### src/rtl/assert_macros.svh
// assertion macros shared by the connection control rtl
`ifndef ASSERT_MACROS_SVH
`define ASSERT_MACROS_SVH

// plain property checked on every rising clock edge outside reset
`define TCC_ASSERT(name, clk, rst, prop) \
   name: assert property (@(posedge clk) disable iff (rst) (prop)) \
      else $error("tcc assertion failed");

// implication checked on every rising clock edge outside reset
`define TCC_ASSERT_IMPL(name, clk, rst, ante, cons) \
   `TCC_ASSERT(name, clk, rst, (ante) |-> (cons))

`endif

### src/rtl/tcc_pkg.sv
// types and constants of the tcp connection control unit
package tcc_pkg;

   localparam logic [7:0] FL_FIN      = 8'h01;
   localparam logic [7:0] FL_SYN      = 8'h02;
   localparam logic [7:0] FL_RST      = 8'h04;
   localparam logic [7:0] FL_ACK      = 8'h10;
   localparam logic [7:0] FL_RELEVANT = FL_FIN | FL_SYN | FL_RST | FL_ACK;
   localparam logic [7:0] FL_SYNACK   = FL_SYN | FL_ACK;

   localparam int unsigned RST_BIT = 2;

   localparam logic [1:0] OP_SEGMENT = 2'd0;
   localparam logic [1:0] OP_ACCEPT  = 2'd1;
   localparam logic [1:0] OP_CONNECT = 2'd2;

   localparam logic [2:0] PH_IDLE          = 3'd0;
   localparam logic [2:0] PH_CONNECTING    = 3'd1;
   localparam logic [2:0] PH_ACCEPTING     = 3'd2;
   localparam logic [2:0] PH_ESTABLISHED   = 3'd3;
   localparam logic [2:0] PH_PASSIVE_CLOSE = 3'd4;
   localparam logic [2:0] PH_DEAD          = 3'd5;

   localparam logic [1:0] CSR_LOCAL_PORT     = 2'd0;
   localparam logic [1:0] CSR_REMOTE_PORT    = 2'd1;
   localparam logic [1:0] CSR_RECEIVE_WINDOW = 2'd2;

   // everything one event produces; two marks the ack then fin pair
   typedef struct packed {
      logic        vld;
      logic [7:0]  flags;
      logic [31:0] seq;
      logic [31:0] ack;
      logic        deliver;
      logic        dead;
      logic [2:0]  phase;
      logic        two;
   } rec_type;

   // one result word as presented on the output side
   typedef struct packed {
      logic        vld;
      logic [7:0]  flags;
      logic [31:0] seq;
      logic [31:0] ack;
      logic        deliver;
      logic        dead;
      logic [2:0]  phase;
      logic        last;
   } word_type;

endpackage

### src/rtl/tcc_engine.sv
// connection state registers and the per-event decision logic
`include "assert_macros.svh"

module tcc_engine (
   input  logic             clock,
   input  logic             reset,
   input  logic             accept,
   input  logic [1:0]       operation,
   input  logic [7:0]       seg_flags,
   input  logic [31:0]      seg_seq,
   input  logic [31:0]      seg_ack,
   input  logic [15:0]      payload_len,
   input  logic [31:0]      initial_seq,
   output tcc_pkg::rec_type rec
);

   logic [2:0]  phase_ff, phase_in;
   logic [31:0] recv_seq_ff, recv_seq_in;
   logic [31:0] send_seq_ff, send_seq_in;
   logic [7:0]  rel;
   logic [31:0] seq_p1;
   logic [31:0] ack_p1;
   logic [31:0] recv_adv;

   assign rel      = seg_flags & tcc_pkg::FL_RELEVANT;
   assign seq_p1   = seg_seq + 32'd1;
   assign ack_p1   = seg_ack + 32'd1;
   assign recv_adv = recv_seq_ff + {16'd0, payload_len};

   always_comb begin
      phase_in    = phase_ff;
      recv_seq_in = recv_seq_ff;
      send_seq_in = send_seq_ff;
      rec         = '0;
      unique case (operation)
         tcc_pkg::OP_ACCEPT: begin
            phase_in    = tcc_pkg::PH_ACCEPTING;
            recv_seq_in = seq_p1;
            send_seq_in = initial_seq;
            rec.vld     = 1'b1;
            rec.flags   = tcc_pkg::FL_SYNACK;
            rec.seq     = initial_seq;
            rec.ack     = seq_p1;
         end
         tcc_pkg::OP_CONNECT: begin
            phase_in    = tcc_pkg::PH_CONNECTING;
            send_seq_in = initial_seq;
            rec.vld     = 1'b1;
            rec.flags   = tcc_pkg::FL_SYN;
            rec.seq     = initial_seq;
         end
         tcc_pkg::OP_SEGMENT: begin
            priority if (seg_flags[tcc_pkg::RST_BIT]) begin
               phase_in = tcc_pkg::PH_DEAD;
               rec.dead = 1'b1;
            end else if (phase_ff == tcc_pkg::PH_ESTABLISHED) begin
               priority if (rel == tcc_pkg::FL_FIN) begin
                  phase_in  = tcc_pkg::PH_PASSIVE_CLOSE;
                  rec.vld   = 1'b1;
                  rec.flags = tcc_pkg::FL_ACK;
                  rec.seq   = ack_p1;
                  rec.ack   = seq_p1;
                  rec.two   = 1'b1;
               end else if (payload_len != 16'd0) begin
                  // plain unsigned compare, no wrap-aware window
                  priority if (seg_seq < recv_seq_ff) begin
                     rec.vld   = 1'b1;
                     rec.flags = tcc_pkg::FL_ACK;
                     rec.seq   = send_seq_ff;
                     rec.ack   = recv_seq_ff;
                  end else if (seg_seq == recv_seq_ff) begin
                     recv_seq_in = recv_adv;
                     rec.deliver = 1'b1;
                     rec.vld     = 1'b1;
                     rec.flags   = tcc_pkg::FL_ACK;
                     rec.seq     = send_seq_ff;
                     rec.ack     = recv_adv;
                  end else begin
                     // ahead of the receive sequence: dropped
                  end
               end else begin
               end
            end else if (phase_ff == tcc_pkg::PH_ACCEPTING) begin
               if (rel == tcc_pkg::FL_ACK) begin
                  phase_in    = tcc_pkg::PH_ESTABLISHED;
                  recv_seq_in = seg_seq;
                  send_seq_in = seg_ack;
               end
            end else if (phase_ff == tcc_pkg::PH_CONNECTING) begin
               if (rel == tcc_pkg::FL_SYNACK) begin
                  phase_in    = tcc_pkg::PH_ESTABLISHED;
                  recv_seq_in = seq_p1;
                  send_seq_in = ack_p1;
                  rec.vld     = 1'b1;
                  rec.flags   = tcc_pkg::FL_ACK;
                  rec.seq     = ack_p1;
                  rec.ack     = seq_p1;
               end
            end else if (phase_ff == tcc_pkg::PH_PASSIVE_CLOSE) begin
               if (rel == tcc_pkg::FL_ACK) begin
                  phase_in = tcc_pkg::PH_DEAD;
                  rec.dead = 1'b1;
               end
            end else begin
               // idle, dead and unused codes ignore segments that carry no rst
            end
         end
         default: begin
         end
      endcase
      rec.phase = phase_in;
   end

   always_ff @(posedge clock) begin
      if (reset) begin
         phase_ff    <= tcc_pkg::PH_IDLE;
         recv_seq_ff <= '0;
         send_seq_ff <= '0;
      end else if (accept) begin
         phase_ff    <= phase_in;
         recv_seq_ff <= recv_seq_in;
         send_seq_ff <= send_seq_in;
      end
   end

   `TCC_ASSERT_IMPL(a_rst_kills, clock, reset,
      accept && operation == tcc_pkg::OP_SEGMENT && seg_flags[tcc_pkg::RST_BIT],
      ##1 phase_ff == tcc_pkg::PH_DEAD)
   `TCC_ASSERT_IMPL(a_pair_only_fin, clock, reset,
      rec.two, phase_ff == tcc_pkg::PH_ESTABLISHED && rec.phase == tcc_pkg::PH_PASSIVE_CLOSE)

endmodule

### src/rtl/tcc_rspq.sv
// two-entry result queue that unrolls each event into one or two words
`include "assert_macros.svh"

module tcc_rspq (
   input  logic              clock,
   input  logic              reset,
   input  logic              push,
   input  tcc_pkg::rec_type  push_rec,
   output logic              has_room,
   output logic              word_valid,
   input  logic              word_ready,
   output tcc_pkg::word_type word
);

   tcc_pkg::rec_type entry_ff [2];
   logic       head_ff, head_in;
   logic       tail_ff, tail_in;
   logic [1:0] count_ff, count_in;
   logic       sub_ff, sub_in;
   logic       pop;
   logic       take;
   tcc_pkg::rec_type head_rec;

   assign head_rec   = entry_ff[head_ff];
   assign has_room   = (count_ff != 2'd2);
   assign word_valid = (count_ff != 2'd0);
   assign take       = word_valid && word_ready;
   assign pop        = take && (!head_rec.two || sub_ff);

   always_comb begin
      word.vld     = head_rec.vld;
      word.flags   = sub_ff ? tcc_pkg::FL_FIN : head_rec.flags;
      word.seq     = head_rec.seq;
      word.ack     = head_rec.ack;
      word.deliver = head_rec.deliver;
      word.dead    = head_rec.dead;
      word.phase   = head_rec.phase;
      word.last    = !head_rec.two || sub_ff;
   end

   always_comb begin
      head_in  = pop ? ~head_ff : head_ff;
      tail_in  = push ? ~tail_ff : tail_ff;
      count_in = count_ff + {1'b0, push} - {1'b0, pop};
      sub_in   = sub_ff;
      if (pop) begin
         sub_in = 1'b0;
      end else if (take) begin
         sub_in = 1'b1;
      end
   end

   always_ff @(posedge clock) begin
      if (reset) begin
         head_ff  <= 1'b0;
         tail_ff  <= 1'b0;
         count_ff <= 2'd0;
         sub_ff   <= 1'b0;
      end else begin
         head_ff  <= head_in;
         tail_ff  <= tail_in;
         count_ff <= count_in;
         sub_ff   <= sub_in;
      end
   end

   always_ff @(posedge clock) begin
      if (push) begin
         entry_ff[tail_ff] <= push_rec;
      end
   end

   `TCC_ASSERT(a_count_bound, clock, reset, count_ff != 2'd3)
   `TCC_ASSERT_IMPL(a_second_word, clock, reset, sub_ff, word_valid && head_rec.two)

endmodule

### src/rtl/tcp_connection_control_unit.sv
// tcp connection control unit top level: csr registers, event path and result port
//
// One event word is taken per cycle while the two-entry result queue has room;
// its phase, receive and send sequence effects are applied in the cycle it is
// accepted, and its result is written into the result queue, from which the rsp
// side presents it. Every event gives one result word except a bare fin while
// established, which gives an ack word and then a fin word. The rsp port moves
// one word per cycle while rsp_tready is high, so the sustained rate is one event
// per cycle, lower for an event that answers a fin. Port and window registers may
// be written only while no result is pending.
module tcp_connection_control_unit (
   input  logic         clock,
   input  logic         reset,
   input  logic         req_tvalid,
   output logic         req_tready,
   // operation
   input  logic [1:0]   req_tuser,
   // seg_flags, seg_seq, seg_ack, payload_len, initial_seq
   input  logic [119:0] req_tdata,
   output logic         rsp_tvalid,
   input  logic         rsp_tready,
   output logic         rsp_tlast,
   // send_valid
   output logic         rsp_tuser,
   // send_flags, send_seq, send_ack, send_window, send_src_port,
   // send_dst_port, deliver, dead, phase_now, zero fill
   output logic [127:0] rsp_tdata,
   input  logic         csr_we,
   input  logic [1:0]   csr_addr,
   input  logic [15:0]  csr_wdata
);

   logic [15:0] local_port_ff;
   logic [15:0] remote_port_ff;
   logic [15:0] receive_window_ff;
   logic        accept;
   tcc_pkg::rec_type  rec;
   tcc_pkg::word_type word;
   logic [15:0] win;
   logic [15:0] src;
   logic [15:0] dst;

   assign accept = req_tvalid && req_tready;

   always_ff @(posedge clock) begin
      if (reset) begin
         local_port_ff     <= '0;
         remote_port_ff    <= '0;
         receive_window_ff <= '0;
      end else if (csr_we) begin
         unique case (csr_addr)
            tcc_pkg::CSR_LOCAL_PORT:     local_port_ff     <= csr_wdata;
            tcc_pkg::CSR_REMOTE_PORT:    remote_port_ff    <= csr_wdata;
            tcc_pkg::CSR_RECEIVE_WINDOW: receive_window_ff <= csr_wdata;
            default: begin
            end
         endcase
      end
   end

   tcc_engine u_engine (
      .clock       (clock),
      .reset       (reset),
      .accept      (accept),
      .operation   (req_tuser),
      .seg_flags   (req_tdata[7:0]),
      .seg_seq     (req_tdata[39:8]),
      .seg_ack     (req_tdata[71:40]),
      .payload_len (req_tdata[87:72]),
      .initial_seq (req_tdata[119:88]),
      .rec         (rec)
   );

   tcc_rspq u_rspq (
      .clock      (clock),
      .reset      (reset),
      .push       (accept),
      .push_rec   (rec),
      .has_room   (req_tready),
      .word_valid (rsp_tvalid),
      .word_ready (rsp_tready),
      .word       (word)
   );

   // header fields stay zero on words that carry no segment
   assign win = word.vld ? receive_window_ff : 16'd0;
   assign src = word.vld ? local_port_ff : 16'd0;
   assign dst = word.vld ? remote_port_ff : 16'd0;

   assign rsp_tuser = word.vld;
   assign rsp_tlast = word.last;
   assign rsp_tdata = {3'd0, word.phase, word.dead, word.deliver, dst, src, win,
                       word.ack, word.seq, word.flags};

endmodule

### config.mk
export PLATFORM = sky130hd
export DESIGN_NAME = tcp_connection_control_unit
export DESIGN_NICKNAME = d
export VERILOG_FILES = /design/src/rtl/tcc_pkg.sv /design/src/rtl/tcc_engine.sv /design/src/rtl/tcc_rspq.sv /design/src/rtl/tcp_connection_control_unit.sv
export VERILOG_INCLUDE_DIRS = /design/src /design/src/rtl
export SDC_FILE = /design/constraint.sdc
export NUM_CORES = 1
export LEC_CHECK = 0
export BUFFER_PORTS_ARGS = -buffer_cell sky130_fd_sc_hd__buf_2
export CAP_MARGIN = 20
export CORE_UTILIZATION = 52
export CTS_CLUSTER_DIAMETER = 120
export CTS_CLUSTER_SIZE = 24
export DETAILED_ROUTE_END_ITERATION = 8
export GPL_TIMING_DRIVEN = 0
export HOLD_SLACK_MARGIN = 0.02
export PLACE_DENSITY = 0.83
export SKIP_CTS_REPAIR_TIMING = 1
export SLEW_MARGIN = 20
export SYNTH_ARGS = -nofsm -noshare
export SYNTH_HDL_FRONTEND = slang
export SYNTH_SLANG_ARGS = --single-unit
### constraint.sdc
create_clock -name clock -period 4.1 [get_ports clock]
set_input_delay 0.41 -clock clock [delete_from_list [all_inputs] [get_ports clock]]
set_output_delay 0.41 -clock clock [all_outputs]
set_load 0.05 [all_outputs]
# Word-level counts from Yosys, hierarchy flattened

Memories as Yosys holds them, arrays and structs flattened. A register that Yosys moved wholly into a read port is not among the register bits.
Index checks and enable logic that the tools add are counted.

Logic and storage cells: 123
Memory bits (writable): 158
Output and inout port bits: 132
Memories kept: 1
Register bits after elaboration: 120

Reductions and logical operators: 18
$lt $le $gt $ge: 1
Add/sub/neg operators: 5
Eq/ne operators: 25
Bitwise gates (word level): 2
Muxes and demuxes: 61

Memories:

| memory          | depth | bits a word | read ports | clocked after memory_dff | write ports | line           | source |
|---|---|---|---|---|---|---|---|
| u_rspq.entry_ff | 2     | 79          | 1          | 1                        | 1           | tcc_rspq.sv:15 | `tcc_pkg::rec_type entry_ff [2];` |

Operators by type and width:

| cell                  | number |
|---|---|
| $mux 32               | 16 |
| $mux 73               | 6 |
| $mux 74               | 3 |
| $pmux 32 s2           | 3 |
| $pmux 41 s3           | 1 |
| $add 32x1->32 const B | 2 |
| $mux 16               | 3 |
| $add 32x16->32        | 1 |
| $eq 32x32->1          | 1 |
| $lt 32x32->1          | 1 |
| $mux 3                | 9 |
| $mux 1                | 17 |
| $reduce_bool 16->1    | 1 |
| $ne 3x3->1 const B    | 5 |
| $reduce_and 10->1     | 1 |
| $pmux 3 s3            | 1 |
| $eq 4x4->1 const B    | 2 |
| $mux 8                | 1 |
| $ne 4x1->1 const B    | 2 |
| $reduce_and 7->1      | 1 |
| $eq 3x2->1 const B    | 2 |
| $ne 2x2->1 const B    | 3 |
| $ne 3x1->1 const B    | 2 |
| $reduce_and 2->1      | 3 |
| other kinds (16)      | 25 |

# Longest topological paths before layout

Gate-level depths: netlist of the first run.

Word-level depth: 8
Gate-level depth with buffers: 13
Mapped depth without buffers: 10

# Modules after synthesis

A second synthesis of the first run with hierarchy kept.

Cell total of the unflattened synthesis: 1,914
Area, all modules: 17,629.4 um2

Modules (own cells, without submodules):

| module                      | sequential area each (um2) | instances | area each (um2) | cells each |
|---|---|---|---|---|
| tcc_engine                  | 1,341.3                    | 1         | 9,330.2         | 1,394 |
| tcc_rspq                    | 4,864.7                    | 1         | 6,003.3         | 286 |
| tcp_connection_control_unit | 960.9                      | 1         | 2,296.0         | 234 |

# Least setup slack after synthesis of the first run

No wires, ideal clock.

Path type: register to register
Start point: reg u_rspq.count_ff[0]
End point: mem u_rspq.entry_ff[0][0] in the netlist's numbering (enable)
Clock period less this slack: 4.543 ns
Arrival time: 4.038 ns
Path slack: -0.443 ns
Required time: 3.595 ns
Path buffers: 0
Cell stages (with the launch flop): 5
Cell sequence: dfxtp_1 -> inv_1 -> nand2_1 -> nand2_1 -> nor2_1

Cells in the longest elaborated chain, start to end: 4

Ends and longest elaborated chain:

| what                         | line                              | source |
|---|---|---|
| start: declaration           | tcc_rspq.sv:18                    | `logic [1:0] count_ff, count_in;` |
| start signal: assignment     | tcc_rspq.sv:62                    | `count_ff <= count_in;` |
| $ne 2x2->1                   | tcc_rspq.sv:25                    | `assign has_room = (count_ff != 2'd2);` |
| named net req_tready         | tcp_connection_control_unit.sv:15 | `output logic req_tready,` |
| $logic_and 1x1->1            | tcp_connection_control_unit.sv:43 | `assign accept = req_tvalid && req_tready;` |
| $mux 1                       | tcc_rspq.sv:68                    | `if (push) begin` |
| $mux 1 (implied by the code) | tcc_rspq.sv:69                    | `entry_ff[tail_ff] <= push_rec;` |
| end: declaration             | tcc_rspq.sv:15                    |  |

The timed path passes the listed nets, and every way through them passes these cells.

==> results of run 1 <==
## stage by stage
stage               setup slack [ns]   util  setup TNS [ns]  area (um^2)
CTS                           0.0596  0.608               0        18800
floorplan                      0.780      -               0        16400
global route                 -0.0752  0.610          -0.150        18800
global placement              -0.208  0.591          -14.34        18200
finish                         0.203  0.610               0        18800
detailed placement             0.106  0.594               0        18300
## sequential cells by signal, summed over array words and instances, names as in the netlist, named ones only
name                  cells
u_rspq.tail_ff            1
remote_port_ff           16
receive_window_ff        16
local_port_ff            16
u_rspq.sub_ff             1
u_rspq.head_ff            1
u_engine.send_seq_ff     32
u_rspq.entry_ff         146
u_rspq.count_ff           2
u_engine.phase_ff         3
u_engine.recv_seq_ff     32
## synth_stat cells (8+ instances only)
cell type / n
a211oi_1: 49
mux2_2: 70
nand2_1: 220
xnor2_1: 53
buf_2: 16
and3_1: 13
a211o_1: 9
o22ai_1: 19
xor2_1: 57
a21oi_1: 184
clkbuf_1: 92
dfxtp_1: 121
nor3_1: 35
and2_1: 8
nor4_1: 12
a31oi_1: 10
ha_1: 56
inv_1: 53
o21ai_0: 63
mux2i_1: 8
nand4_1: 34
nor2b_1: 56
nor2_1: 160
buf_4: 11
a22oi_1: 27
edfxtp_1: 146
a21o_1: 23
o21a_1: 8
nand3_1: 56
o21bai_1: 8
or3_1: 14
o211ai_1: 15
o32ai_1: 10
## worst max-delay path by stage
stage / depth (start not counted) / startpoint / slack, ns / to
5_1_grt: 10 / u_engine.recv_seq_ff[22] / -0.08 / u_rspq.entry_ff[0][26]
4_1_cts: 12 / u_engine.recv_seq_ff[22] / 0.06 / u_rspq.entry_ff[0][51]
3_5_place_dp: 12 / u_engine.recv_seq_ff[22] / 0.11 / u_rspq.entry_ff[1][51]
6_report: 12 / u_engine.recv_seq_ff[19] / 0.20 / u_rspq.entry_ff[1][62]
2_1_floorplan: 4 / u_rspq.count_ff[0] / 0.78 / u_rspq.entry_ff[0][0]
3_3_place_gp: 3 / req_tvalid / -0.21 / u_rspq.entry_ff[0][23]
## worst max-delay path, cell delays in order (launching register included)
cell       delay (ns)
dfxtp_1          0.49
inv_1            0.20
ha_1             0.34
a21oi_1          0.15
o21a_1           0.18
o211ai_1         0.14
a221oi_4         0.47
and3_1           0.22
buf_2            0.18
o21a_1           0.30
buf_2            0.34
o2111ai_1        0.15
a21oi_1          0.45
## kinds of logic (layout without fill, tap and decap cells)
logic type,Yosys count,after routing
AO/OA/AOI/OAI,487,487
AND/OR/NAND/NOR,659,659
multiplexers,78,78
buffers and inverters,176,464
XOR/XNOR,110,110
adder cells (fa/ha/maj),57,57
other,1,11
flip-flops,267,267
## final cells by class
cell class	instances	area [um^2]	area share
clock inverter	4	38.8	0.00206
sequential	267	6810	0.362
multi-input combinational	1399	8930	0.475
clock buffer	22	402	0.0214
inverter	54	203	0.0108
buffer	122	520	0.0277
tap	396	495	0.0264
timing repair buffer	262	1390	0.0741
antenna	3	7.51	0.000399
## layout by cell type (no fill, tap or decap), types with 53 or more instances in the layout
master	instances
o21ai_0	62
inv_1	53
ha_1	56
buf_2	274
nand2_1	220
edfxtp_1	146
clkbuf_1	98
nor2b_1	56
mux2_2	70
nand3_1	56
xnor2_1	53
xor2_1	57
a21oi_1	184
nor2_1	159
dfxtp_1	121
## where the power goes
group / leakage (nW) / switching [W] / internal (W)
combinational: 4.44 / 0.00211 / 0.000820
clock: 0.209 / 0.000940 / 0.000707
sequential: 2.39 / 0.000109 / 0.00316
total: 7.04 / 0.00316 / 0.00469
## per-layer routing
metal  vias up  share of wire  GRT usage  routed length, um
li1       7234              -          -                  -
met1      7577           0.41      0.483              24400
met2       949           0.44      0.556              26100
met3       158           0.11     0.0735               6310
met4         2          0.042      0.144               2460
met5         -        0.00022          0                 13
==> qor.yml, run 1 <==
run_status:
  status: "complete, but fails checks"
  violations: "DRC"
sta:
  skew_ns: 0.0347
  setup_viol: 0
  rsz0062_at_grt: "yes"
  hold-worst-slack_ns: 0.157
  slew_violations: 0
  tightest_slew_ns: 1.20
  slew-limit-headroom: 0.190
  fmax_mhz: 257
  fin_crit_ns: 3.90
  fin_crit_sh: 0.950
  hold_violations: 0
clock_network:
  cts_inserted_buffers: 15
  clk_pin_slew_ns: 0.11
  clk_path_buf_depth: 3
  clock_sinks: 267
  cts_tree: "yes"
  clockRootBuffer: "clkbuf_16"
  clk_latency_ns: 0.52
  htree_levels: 1
worst_hold_path:
  worstHoldEndpoint: "receive_window_ff[1]"
  hp-class: "input port to register"
  min_from: "csr_wdata[1]"
  min_path_cells: 3
global_routing:
  grt_start_max_net_pins: 51
  grt_overflow: 0
  grt_pass1_wl_um: 89300
  gr-usage-all-layers: 0.356
  grt_pass1_vias: 15200
  antenna_found_initial: 4
finish:
  stdcell_count: 2529
  final_layout_size_suffix_gt1_frac: 0.193
  area_delta_synth_final_pct: 14.7
  fillers: 2678
  finalNetCount: 2323
placement:
  placed_cells: 2500
  portBuffers: 258
  globalplace.congestion: 0.997
  hpwl_um: 44500
synthesis:
  avgSynthCellArea_um2: 8.93
  synth_adder_area_share: 0.0440
  synth-edff-count: 146
  synth_area_leaders: "edfxtp_1, dfxtp_1, a21oi_1, nand2_1, mux2_2"
  synth.area.mux_share: 0.0530
  ys.flop_type: "edfxtp_1"
  synthXorXnorAreaFrac: 0.0588
  synthArstFlopShare: 0
  yosys_warnings: 0
  netlist.area_leader.share: 0.267
  syn_area_um2: 16400
  synth_cells: 1835
  yosys.area.top_type: "edfxtp_1"
  synthSimpleGateAreaFrac: 0.193
  ys_seq_elements: 267
  yosys.cell_types.count: 79
  ys_seq_area_frac: 0.415
  synth_top_family_by_area: "simple AND/OR/NAND/NOR gates"
  synth_compound_area_frac: 0.191
floorplanning:
  rows: 64
  start_util: 0.532
  die_h_um: 180
  die_w_um: 180
  pin_count: 277
  coreArea_um2: 30800
  die-area_um2: 32200
worst_setup_path:
  cp.arrival_ns: 4.13
  critPathMaxFanout: 10
  reg2reg_depth: 12
  r2r-end: "u_rspq.entry_ff[1][62]"
  path_class: "register to register"
  cp.required_ns: 4.33
  r2r_slack_ns: 0.20
  r2r-start: "u_engine.recv_seq_ff[19]"
  critPathLaunchType: "register"
  endpoint_kind: "register"
route:
  vias_per_cell: 6.29
  drc: 18
  drtIter0Drc: 1882
  avgRoutedWirePerCell_um: 23.4
  final_antenna_net_count: 0
  vias: 15900
  first_pass_iters: 7
  wl_um: 59200
power_and_ir_drop:
  p_per_area_nw_per_um2: 418
  ir_drop_mv: 0.329
  finalPower_w: 0.00785
  p_leak_nw: 7.04
run:
  drv_cap: 0
No activity file was read; power rests on OpenSTA's default activity.
==> inputs of run 2 (changes only) <==
Settings changed: RECOVER_POWER from default to 100.
==> qor.yml, run 2 (synthesis results as in run 1) <==
route:
  final_antenna_net_count: 0
  drtIter0Drc: 1899
  first_pass_iters: 8
  avgRoutedWirePerCell_um: 23.4
  vias_per_cell: 6.30
  wl_um: 59200
  drc: 18
  vias: 15900
worst_setup_path:
  crit_slowest_cell: "nor2_1"
  critPathLaunchType: "register"
  cp.arrival_ns: 4.35
  endpoint_kind: "register"
  cp_cell_sequence: "nor2b_1, clkbuf_1, nand2_1, nor2_1, clkbuf_1, a21oi_1, o21ai_0, o21bai_1, a21oi_1"
  critPathMaxFanout: 10
  critPathMaxStageDelay_ns: 0.67
  path_buf_inv: 2
  path_class: "register to register"
  cp.required_ns: 4.52
  path_delay_family: "simple AND/OR/NAND/NOR gates"
  r2r_slack_ns: 0.17
sta:
  hold_violations: 0
  fmax_mhz: 255
  fin_crit_sh: 0.958
  rsz0062_at_grt: "yes"
  setup_ws_ns: 0.174
  setup_viol: 0
  fin_tns_setup_ns: 0
  slew_violations: 19
  fin_crit_ns: 3.93
  slew-limit-headroom: -0.0149
  skew_ns: 0.0322
  tightest_slew_ns: 1.52
finish:
  finalInstanceArea_um2: 18600
  largest_reg_flops: 146
  area_delta_synth_final_pct: 13.5
  final_layout_size_suffix_gt1_frac: 0.138
  final_common_cell: "nand2_1"
  multi_input_area_um2: 8920
  finalNetCount: 2323
  regArea_um2: 6810
  mostFrequentLayoutCells: "nand2_1, clkbuf_1, a21oi_1"
  fillers: 2746
  regMostFlops: "u_rspq.entry_ff"
  largest_registers: "u_rspq.entry_ff x146, u_engine.recv_seq_ff x32, u_engine.send_seq_ff x32"
placement:
  globalplace.congestion: 0.997
  pre_cts_slack_ns: 0.106
  portBuffers: 258
  hpwl_um: 44500
  placed_cell_area_um2: 18300
power_and_ir_drop:
  ir_drop_mv: 0.321
  finalPower_w: 0.00776
  p_leak_nw: 6.65
  p_per_area_nw_per_um2: 417
clock_network:
  clk_latency_ns: 0.52
  clk_path_buf_depth: 3
  clk_pin_slew_ns: 0.10
  clock_sinks: 267
  clockRootBuffer: "clkbuf_16"
  cts_tree: "yes"
  htree_levels: 1
  cts_inserted_buffers: 15
floorplanning:
  start_util: 0.532
  die_h_um: 180
  die-area_um2: 32200
  rows: 64
  pin_count: 277
  coreArea_um2: 30800
  die_w_um: 180
global_routing:
  gr-usage-all-layers: 0.356
  grt_pass1_wl_um: 89300
  grt_start_max_net_pins: 51
  antenna_found_initial: 4
  grt_overflow: 0
  grt_pass1_vias: 15200
run_status:
  violations: "DRC, capacitance limit, slew limit"
  status: "complete, but fails checks"
worst_hold_path:
  hp-class: "input port to register"
run:
  drv_cap: 1
run 2: changes by cell type in the layout (fill, tap and decap cells not counted), moves of 2 or more:
cell / delta
buf_16: -2
mux2_1: +8
buf_2: -107
clkbuf_1: +109
mux2_2: -8
run 2: path summary, 6_finish.rpt:
path         depth (start not counted)                   from                  endpoint
min reg2reg                          2  receive_window_ff[13]     receive_window_ff[13]
max                                  9   u_engine.phase_ff[1]  u_engine.recv_seq_ff[26]
min                                  3           csr_wdata[1]      receive_window_ff[1]
max reg2reg                          9   u_engine.phase_ff[1]  u_engine.recv_seq_ff[26]
run 2: power by group:
part	switching [W]	internal [W]
Combinational	0.00212	0.000723
Sequential	0.000106	0.00317
Clock	0.000936	0.000707
run 2: layout make-up:
cell class	count	area share
tap	396	0.0266
antenna	4	0.000538
clock buffer	22	0.0216
buffer	122	0.0279
clock inverter	4	0.00209
timing repair buffer	262	0.0648
inverter	54	0.0109
multi-input combinational	1399	0.480
sequential	267	0.366
run 2: per-stage QoR:
step	cells	utilization	hold WS, ns
2_1_floorplan	1842	-	0.432
4_1_cts	2526	0.608	0.140
3_5_place_dp	2500	0.594	0.443
3_3_place_gp	2496	0.591	0.438
6_report	2530	0.603	0.158
5_1_grt	2527	0.603	0.150
run 2: worst reg2reg max path, stage by stage, from the launching register on:
cell,delay [ns]
dfxtp_1,0.48
nor2b_1,0.27
clkbuf_1,0.62
nand2_1,0.50
nor2_1,0.67
clkbuf_1,0.67
a21oi_1,0.07
o21ai_0,0.30
o21bai_1,0.14
a21oi_1,0.13
run 2: per-layer routing:
metal | vias to the layer above | track usage | part of all wire
li1 | 7236 | - | -
met1 | 7594 | 0.483 | 0.41
met2 | 944 | 0.556 | 0.44
met3 | 156 | 0.0735 | 0.11
met4 | 2 | 0.144 | 0.040
met5 | - | 0 | 0.00022
